--- config.mk ---
export PLATFORM = sky130hd
export DESIGN_NAME = sha256_message_hasher
export DESIGN_NICKNAME = d
export VERILOG_FILES = /design/src/sv/sha_pkg.sv /design/src/sv/sha_front.sv /design/src/sv/sha_back.sv /design/src/sv/sha256_message_hasher.sv
export SDC_FILE = /design/constraint.sdc
export NUM_CORES = 2
export LEC_CHECK = 0
export ABC_AREA = 1
export CAP_MARGIN = 25
export CELL_PAD_IN_SITES_DETAIL_PLACEMENT = 1
export CELL_PAD_IN_SITES_GLOBAL_PLACEMENT = 2
export CORE_MARGIN = 5
export CORE_UTILIZATION = 36
export DETAILED_ROUTE_END_ITERATION = 8
export DONT_BUFFER_PORTS = 1
export PLACE_DENSITY = 0.86
export SYNTH_ARGS = -nofsm -noshare
export SYNTH_HDL_FRONTEND = slang
export SYNTH_SLANG_ARGS = --single-unit
--- constraint.sdc ---
create_clock -name clk -period 9.9 [get_ports clk]
set_input_delay 1.98 -clock clk [delete_from_list [all_inputs] [get_ports clk]]
set_output_delay 1.98 -clock clk [all_outputs]
set_load 0.05 [all_outputs]
--- src/sv/sha_pkg.sv ---
// Package for the SHA-256 message hasher: constants, round table and round functions.
// No dependencies; used by all modules of the hasher.
package sha_pkg;

  localparam int unsigned QueueDepth = 4;

  localparam logic [7:0] PadByte = 8'h80;
  localparam logic [6:0] LenStart = 7'd56;

  // Command passed from the front part to the back part.
  typedef struct packed {
    logic [7:0] data_byte;
    logic       has_byte;
    logic       end_of_message;
  } cmd_t;

  function automatic logic [31:0] init_value(input logic [2:0] idx);
    logic [31:0] v;
    case (idx)
      3'd0: v = 32'h6a09e667;
      3'd1: v = 32'hbb67ae85;
      3'd2: v = 32'h3c6ef372;
      3'd3: v = 32'ha54ff53a;
      3'd4: v = 32'h510e527f;
      3'd5: v = 32'h9b05688c;
      3'd6: v = 32'h1f83d9ab;
      default: v = 32'h5be0cd19;
    endcase
    return v;
  endfunction

  localparam logic [31:0] RoundK [64] = '{
    32'h428a2f98, 32'h71374491, 32'hb5c0fbcf, 32'he9b5dba5,
    32'h3956c25b, 32'h59f111f1, 32'h923f82a4, 32'hab1c5ed5,
    32'hd807aa98, 32'h12835b01, 32'h243185be, 32'h550c7dc3,
    32'h72be5d74, 32'h80deb1fe, 32'h9bdc06a7, 32'hc19bf174,
    32'he49b69c1, 32'hefbe4786, 32'h0fc19dc6, 32'h240ca1cc,
    32'h2de92c6f, 32'h4a7484aa, 32'h5cb0a9dc, 32'h76f988da,
    32'h983e5152, 32'ha831c66d, 32'hb00327c8, 32'hbf597fc7,
    32'hc6e00bf3, 32'hd5a79147, 32'h06ca6351, 32'h14292967,
    32'h27b70a85, 32'h2e1b2138, 32'h4d2c6dfc, 32'h53380d13,
    32'h650a7354, 32'h766a0abb, 32'h81c2c92e, 32'h92722c85,
    32'ha2bfe8a1, 32'ha81a664b, 32'hc24b8b70, 32'hc76c51a3,
    32'hd192e819, 32'hd6990624, 32'hf40e3585, 32'h106aa070,
    32'h19a4c116, 32'h1e376c08, 32'h2748774c, 32'h34b0bcb5,
    32'h391c0cb3, 32'h4ed8aa4a, 32'h5b9cca4f, 32'h682e6ff3,
    32'h748f82ee, 32'h78a5636f, 32'h84c87814, 32'h8cc70208,
    32'h90befffa, 32'ha4506ceb, 32'hbef9a3f7, 32'hc67178f2
  };

  function automatic logic [31:0] rotr(input logic [31:0] x, input int unsigned n);
    return (x >> n) | (x << (32 - n));
  endfunction

endpackage

--- src/sv/sha_front.sv ---
// Front part of the SHA-256 hasher: accepts input transactions and queues commands.
// Depends on sha_pkg.
module sha_front #(
  parameter int unsigned DEPTH = sha_pkg::QueueDepth
) (
  input  logic          clk,
  input  logic          rst,
  input  logic          in_valid,
  output logic          in_ready,
  input  sha_pkg::cmd_t in_cmd,
  output logic          cmd_valid,
  input  logic          cmd_ready,
  output sha_pkg::cmd_t cmd
);

  localparam int unsigned AW = (DEPTH > 1) ? $clog2(DEPTH) : 1;

  sha_pkg::cmd_t    queue [DEPTH];
  logic [AW-1:0]    wr_ptr;
  logic [AW-1:0]    rd_ptr;
  logic [AW:0]      count;
  logic             push;
  logic             pop;

  // Empty items carry no work and are dropped here.
  assign in_ready  = (count != (AW+1)'(DEPTH));
  assign push      = in_valid && in_ready && (in_cmd.has_byte || in_cmd.end_of_message);
  assign cmd_valid = (count != '0);
  assign pop       = cmd_valid && cmd_ready;
  assign cmd       = queue[rd_ptr];

  // Queue storage.
  always_ff @(posedge clk) begin
    if (push) begin
      queue[wr_ptr] <= in_cmd;
    end
  end

  // Queue pointers and fill count.
  always_ff @(posedge clk) begin
    if (rst) begin
      wr_ptr <= '0;
      rd_ptr <= '0;
      count  <= '0;
    end else begin
      if (push) begin
        wr_ptr <= (wr_ptr == AW'(DEPTH - 1)) ? '0 : wr_ptr + 1'b1;
      end
      if (pop) begin
        rd_ptr <= (rd_ptr == AW'(DEPTH - 1)) ? '0 : rd_ptr + 1'b1;
      end
      count <= count + (AW+1)'(push) - (AW+1)'(pop);
    end
  end

endmodule

--- src/sv/sha_back.sv ---
// Back part of the SHA-256 hasher: block packing, padding, 64-round compression, digest out.
// Depends on sha_pkg.
module sha_back (
  input  logic          clk,
  input  logic          rst,
  input  logic          cmd_valid,
  output logic          cmd_ready,
  input  sha_pkg::cmd_t cmd,
  output logic          out_valid,
  input  logic          out_ready,
  output logic [31:0]   digest_word,
  output logic [2:0]    word_index,
  output logic          last_word
);

  typedef enum logic [2:0] {
    S_IDLE, S_PAD, S_ROUND, S_FINAL, S_EMIT
  } state_t;

  state_t       state;
  logic [31:0]  hash_words [8];
  logic [31:0]  block_buffer [16];
  logic [6:0]   block_byte_count;
  logic [63:0]  message_bit_count;
  logic [31:0]  sched [16];
  logic [31:0]  wv [8];
  logic [5:0]   round;
  logic         pending_eom;
  logic         length_done;
  logic [2:0]   emit_idx;

  logic [5:0]   pos;
  logic [31:0]  w_cur;
  logic [31:0]  s0;
  logic [31:0]  s1;
  logic [31:0]  t1;
  logic [31:0]  t2;

  assign pos = block_byte_count[5:0];

  // Message schedule word and round sums for the current round.
  always_comb begin
    s0 = '0;
    s1 = '0;
    if (round < 6'd16) begin
      w_cur = block_buffer[round[3:0]];
    end else begin
      s0 = sha_pkg::rotr(sched[4'(round - 6'd15)], 7) ^ sha_pkg::rotr(sched[4'(round - 6'd15)], 18)
           ^ (sched[4'(round - 6'd15)] >> 3);
      s1 = sha_pkg::rotr(sched[4'(round - 6'd2)], 17) ^ sha_pkg::rotr(sched[4'(round - 6'd2)], 19)
           ^ (sched[4'(round - 6'd2)] >> 10);
      w_cur = sched[round[3:0]] + s0 + sched[4'(round - 6'd7)] + s1;
    end
    t1 = wv[7] + (sha_pkg::rotr(wv[4], 6) ^ sha_pkg::rotr(wv[4], 11) ^ sha_pkg::rotr(wv[4], 25))
         + ((wv[4] & wv[5]) ^ (~wv[4] & wv[6])) + sha_pkg::RoundK[round] + w_cur;
    t2 = (sha_pkg::rotr(wv[0], 2) ^ sha_pkg::rotr(wv[0], 13) ^ sha_pkg::rotr(wv[0], 22))
         + ((wv[0] & wv[1]) ^ (wv[0] & wv[2]) ^ (wv[1] & wv[2]));
  end

  assign cmd_ready   = (state == S_IDLE);
  assign out_valid   = (state == S_EMIT);
  assign digest_word = hash_words[emit_idx];
  assign word_index  = emit_idx;
  assign last_word   = (emit_idx == 3'd7);

  // Sequencer: takes a command, packs, pads, runs rounds, emits the digest.
  always_ff @(posedge clk) begin
    if (rst) begin
      state             <= S_IDLE;
      block_byte_count  <= '0;
      message_bit_count <= '0;
      pending_eom       <= 1'b0;
      length_done       <= 1'b0;
      emit_idx          <= '0;
      round             <= '0;
      for (int j = 0; j < 8; j++) hash_words[j] <= sha_pkg::init_value(3'(j));
      for (int j = 0; j < 16; j++) block_buffer[j] <= '0;
    end else begin
      case (state)
        S_IDLE: begin
          if (cmd_valid) begin
            pending_eom <= cmd.end_of_message;
            length_done <= 1'b0;
            if (cmd.has_byte) begin
              block_buffer[pos[5:2]] <= block_buffer[pos[5:2]]
                                        | ({24'd0, cmd.data_byte} << ((2'd3 - pos[1:0]) * 8));
              block_byte_count  <= block_byte_count + 7'd1;
              message_bit_count <= message_bit_count + 64'd8;
              if (pos == 6'd63) begin
                state <= S_ROUND;
                round <= '0;
                for (int j = 0; j < 8; j++) wv[j] <= hash_words[j];
              end else if (cmd.end_of_message) begin
                state <= S_PAD;
              end
            end else begin
              state <= S_PAD;
            end
          end
        end
        S_PAD: begin
          // Append the pad byte, then the length, compressing as needed.
          if (!length_done) begin
            block_buffer[pos[5:2]] <= block_buffer[pos[5:2]]
                                      | ({24'd0, sha_pkg::PadByte} << ((2'd3 - pos[1:0]) * 8));
            block_byte_count <= block_byte_count + 7'd1;
            length_done      <= 1'b1;
            if (block_byte_count + 7'd1 > sha_pkg::LenStart) begin
              state <= S_ROUND;
              round <= '0;
              for (int j = 0; j < 8; j++) wv[j] <= hash_words[j];
            end
          end else begin
            block_buffer[14] <= message_bit_count[63:32];
            block_buffer[15] <= message_bit_count[31:0];
            pending_eom      <= 1'b0;
            state            <= S_ROUND;
            round            <= '0;
            for (int j = 0; j < 8; j++) wv[j] <= hash_words[j];
          end
        end
        S_ROUND: begin
          sched[round[3:0]] <= w_cur;
          wv[7] <= wv[6];
          wv[6] <= wv[5];
          wv[5] <= wv[4];
          wv[4] <= wv[3] + t1;
          wv[3] <= wv[2];
          wv[2] <= wv[1];
          wv[1] <= wv[0];
          wv[0] <= t1 + t2;
          round <= round + 6'd1;
          if (round == 6'd63) begin
            state <= S_FINAL;
          end
        end
        S_FINAL: begin
          // Fold the working variables in and clear the block.
          for (int j = 0; j < 8; j++) hash_words[j] <= hash_words[j] + wv[j];
          for (int j = 0; j < 16; j++) block_buffer[j] <= '0;
          block_byte_count <= '0;
          if (pending_eom) begin
            state <= S_PAD;
          end else if (length_done) begin
            state    <= S_EMIT;
            emit_idx <= '0;
          end else begin
            state <= S_IDLE;
          end
        end
        S_EMIT: begin
          if (out_ready) begin
            emit_idx <= emit_idx + 3'd1;
            if (emit_idx == 3'd7) begin
              state             <= S_IDLE;
              length_done       <= 1'b0;
              message_bit_count <= '0;
              for (int j = 0; j < 8; j++) hash_words[j] <= sha_pkg::init_value(3'(j));
            end
          end
        end
        default: state <= S_IDLE;
      endcase
    end
  end

endmodule

--- src/sv/sha256_message_hasher.sv ---
// Top level of the SHA-256 message hasher: command queue in front, compression core behind.
// Depends on sha_pkg, sha_front and sha_back.
//
//  channel | direction | payload
//  s_axis  | in        | tdata: data_byte; tuser: has_byte, end_of_message
//  m_axis  | out       | tdata: digest_word; tuser: word_index, last_word
//
// Each byte is packed into the block buffer; a full block then runs 64 rounds plus a fold
// step on the shared round unit, during which the core takes no new bytes. Closing a message
// adds pad steps, one or two compressions and eight digest transactions.
// Reset is synchronous and restores the initial hash values. The queue lets input
// transactions be taken while the core computes or waits on m_axis_tready.
module sha256_message_hasher #(
  parameter int unsigned QUEUE_DEPTH = sha_pkg::QueueDepth
) (
  input  logic        clk,
  input  logic        rst,
  input  logic        s_axis_tvalid,
  output logic        s_axis_tready,
  input  logic [7:0]  s_axis_tdata,   // [7:0] data_byte
  input  logic [1:0]  s_axis_tuser,   // [0] has_byte, [1] end_of_message
  output logic        m_axis_tvalid,
  input  logic        m_axis_tready,
  output logic [31:0] m_axis_tdata,   // [31:0] digest_word
  output logic [3:0]  m_axis_tuser    // [2:0] word_index, [3] last_word
);

  sha_pkg::cmd_t in_cmd;
  sha_pkg::cmd_t cmd;
  logic          cmd_valid;
  logic          cmd_ready;

  assign in_cmd.data_byte      = s_axis_tdata;
  assign in_cmd.has_byte       = s_axis_tuser[0];
  assign in_cmd.end_of_message = s_axis_tuser[1];

  sha_front #(.DEPTH(QUEUE_DEPTH)) u_front (
    .clk(clk), .rst(rst),
    .in_valid(s_axis_tvalid), .in_ready(s_axis_tready), .in_cmd(in_cmd),
    .cmd_valid(cmd_valid), .cmd_ready(cmd_ready), .cmd(cmd)
  );

  sha_back u_back (
    .clk(clk), .rst(rst),
    .cmd_valid(cmd_valid), .cmd_ready(cmd_ready), .cmd(cmd),
    .out_valid(m_axis_tvalid), .out_ready(m_axis_tready),
    .digest_word(m_axis_tdata), .word_index(m_axis_tuser[2:0]), .last_word(m_axis_tuser[3])
  );

endmodule
==> results.sh <==
export IMPL_yosys_register_bits=1678
export IMPL_clkSinkCount=1678
export IMPL_crit_start="u_back.round[1]"
export IMPL_finalNetCount=15200
export IMPL_syn_to_final_growth_pct=17.5
export IMPL_critPathMostFrequentCell="nand2_1"
export IMPL_cp_max_fo=13
export IMPL_synthCells=14200
export IMPL_post_route_min_period_ps=9790
export IMPL_detail_route_wl_per_cell_um=29.5
export IMPL_ant_nets=0
export IMPL_multi_input_area_sq_um=58400
export IMPL_clock_path_buffers=4
export IMPL_grt_pass1_wl_um=788000
export IMPL_tightest_slew_ps=1140
export IMPL_hold_slack_ps=457
export IMPL_portBuffers=0
export IMPL_worstPathArrival_ps=10490
export IMPL_synth_distinct_cells=75
export IMPL_cts_tree="yes"
export IMPL_place_hpwl_um=390000
export IMPL_initial_utilization=0.362
export IMPL_yosysTopAreaCellShare=0.381
export IMPL_dr_total_vias=114000
export IMPL_antenna_found_initial=20
export IMPL_fp_dieH_um=573
export IMPL_seqCellArea_sq_um=48100
export IMPL_finalCritPeriodShare=0.989
export IMPL_most_common_layout_cells="2,154 x nand2_1, 1,821 x o21ai_0, 1,683 x inv_1"
export IMPL_track_usage=0.321
export IMPL_outcome="finished clean"
export IMPL_crit_required_ps=10600
export IMPL_clock_root_buffer="clkbuf_16"
export IMPL_die_w_um=573
export IMPL_synth_edff_count=1448
export IMPL_drv_slew=0
export IMPL_yosys_area_top_type="edfxtp_1"
export IMPL_cpPeakStageDelay_ps=540
export IMPL_hp_class="reg2reg"
export IMPL_grt_start_max_net_pins=194
export IMPL_end_kind="flip-flop"
export IMPL_place_congestion=1.03
export IMPL_drt_iter0_markers=13300
export IMPL_core_area_sq_um=315000
export IMPL_drcViolationCount=0
export IMPL_synth_avg_cell_area_sq_um=8.05
export IMPL_numCtsBuffers=206
export IMPL_die_area_sq_um=328000
export IMPL_reg2reg_to="u_back.wv[1][31]"
export IMPL_endpoint="u_back.wv[1][31]"
export IMPL_clk_latency_ps=950
export IMPL_place_area_sq_um=125000
export IMPL_h_tree_depth=4
export IMPL_worstSetupPathType="reg2reg"
export IMPL_worst_setup_hold_path_clk_slew_ps=70
export IMPL_cp_start_kind="flip-flop"
export IMPL_cap_violations=0
export IMPL_max_freq_mhz=102
export IMPL_ys_seq_area_frac=0.422
export IMPL_hold_violations=0
export IMPL_layout_commonest_cell="nand2_1"
export IMPL_final_area_sq_um=134000
export IMPL_grt_ovfl_total=0
export IMPL_reg2regPathDepth=50
export IMPL_first_pass_iters=8
export IMPL_fillCellCount=37500
export IMPL_rrSetupSlack_ps=110
export IMPL_rows=206
export IMPL_viasPerCell=6.02
export IMPL_ioPinCount=52
export IMPL_clock_skew_ps=87.7
export IMPL_ys_top_cells_by_area="edfxtp_1 38%, o21ai_0 8.2%, nand2_1 7.3%, a21oi_1 6.0%, inv_1 5.6%"
export IMPL_syn_num_nets=14800
export IMPL_synth_async_sr_flop_share=0
export IMPL_synth_area_sq_um=114000
export IMPL_max_slew_margin_rel=0.241
export IMPL_yosys_warnings=0
export IMPL_rsz0062_at_grt="true"
export IMPL_drt_wl_total_um=557000
export IMPL_slowest_stage="fa_1"
export IMPL_setup_viol=0
export IMPL_timing_rr_start="u_back.round[1]"
export IMPL_first_global_vias=112000
export IMPL_ys_flop_type="edfxtp_1"
export IMPL_drive_above_1_share=0.124
-- how the worst min path moves through the flow --
stage / to / cells past startpoint / startpoint
6_report: u_back.message_bit_count[62] / 1 / u_back.message_bit_count[62]
5_1_grt: u_back.message_bit_count[62] / 1 / u_back.message_bit_count[62]
3_3_place_gp: u_back.message_bit_count[62] / 1 / u_back.message_bit_count[62]
3_5_place_dp: u_back.message_bit_count[62] / 1 / u_back.message_bit_count[62]
4_1_cts: u_back.message_bit_count[62] / 1 / u_back.message_bit_count[62]
2_1_floorplan: u_back.message_bit_count[36] / 1 / u_back.message_bit_count[36]
-- synth_stat cells (36+ instances only) --
cell      number
a21o_1        42
a21oi_1     1364
a221oi_1      54
a31oi_1       89
buf_1         83
buf_2         61
clkbuf_1     676
clkinv_1      40
dfxtp_1      230
edfxtp_1    1448
fa_1         196
ha_1         412
inv_1       1700
nand2_1     2208
nand3_1      796
nand4_1       57
nor2_1      1186
nor3_1       124
o211ai_1     257
o21a_1        50
o21ai_0     1874
o21ai_1       36
o221ai_1     152
o22ai_1      242
or2_2         73
xnor2_1      156
xor2_1       242
-- layout make-up --
type / instances / area share
sequential: 1678 / 0.359
tap: 4160 / 0.0389
antenna: 8 / 0.000149
multi-input combinational: 9910 / 0.436
timing repair buffer: 1025 / 0.0662
clock buffer: 270 / 0.0417
clock inverter: 101 / 0.00796
inverter: 1753 / 0.0496
-- metal layers --
metal	up-vias	global-route usage	wire, um	share of wire
met1	56800	0.425	224000	0.40
met2	5858	0.500	245000	0.44
met3	1366	0.0667	55600	0.10
met4	4	0.157	32500	0.058
li1	49900	-	-	-
met5	-	0	24	0.000043
-- sequential cells by signal, indices dropped and copies added, names as in the netlist, named ones only --
name,cells
u_back.block_byte_count,7
u_back.state,3
u_back.word_index,3
u_back.pending_eom,1
u_front.wr_ptr,2
u_back.hash_words,256
u_back.message_bit_count,61
u_front.count,3
u_front.queue,40
u_front.rd_ptr,2
u_back.round,6
u_back.length_done,1
u_back.block_buffer,512
u_back.wv,256
u_back.sched,512
-- metrics by stage --
| step | setup slack (ps) | util | setup TNS (ps) | std cells |
|---|---|---|---|---|
| after CTS | -25.2 | 0.419 | -65.0 | 18800 |
| after detailed placement | -556 | 0.396 | -6360 | 18500 |
| final | 112 | 0.425 | 0 | 18900 |
| after global placement | -289 | 0.396 | -1510 | 18500 |
| after global routing | -249 | 0.425 | -1650 | 18900 |
| after floorplan | -17.7 | - | -17.7 | 14200 |
-- critical path: cells and delay by family (launching register included) --
| family | cells | cell delay (ps) |
|---|---|---|
| compound gates | 15 | 3060 |
| simple gates | 12 | 1030 |
| xor+xnor | 3 | 590 |
| flops | 1 | 400 |
| fa+ha+maj | 7 | 2730 |
| buf+inv | 13 | 1670 |
-- cells by family after synthesis --
| family | after synthesis | share of synthesized area |
|---|---|---|
| buf+inv | 2580 | 0.0859 |
| mux | 33 | 0.00290 |
| xor+xnor | 399 | 0.0307 |
| compound gates | 4352 | 0.215 |
| flops | 1678 | 0.422 |
| simple gates | 4516 | 0.164 |
| fa+ha+maj | 610 | 0.0798 |
-- timing repair --
item                                    4_1_cts  5_1_grt
resized for setup                            81      282
pin swaps                                    29      114
setup buffers                                10       47
gates cloned                                  1        7
endpoints found under the setup margin       25       31
hold buffers                                  0        0
Power is left out: the tool's default activity adds up to more than one toggle a clock period on the data nets, which glitch-free logic cannot reach.
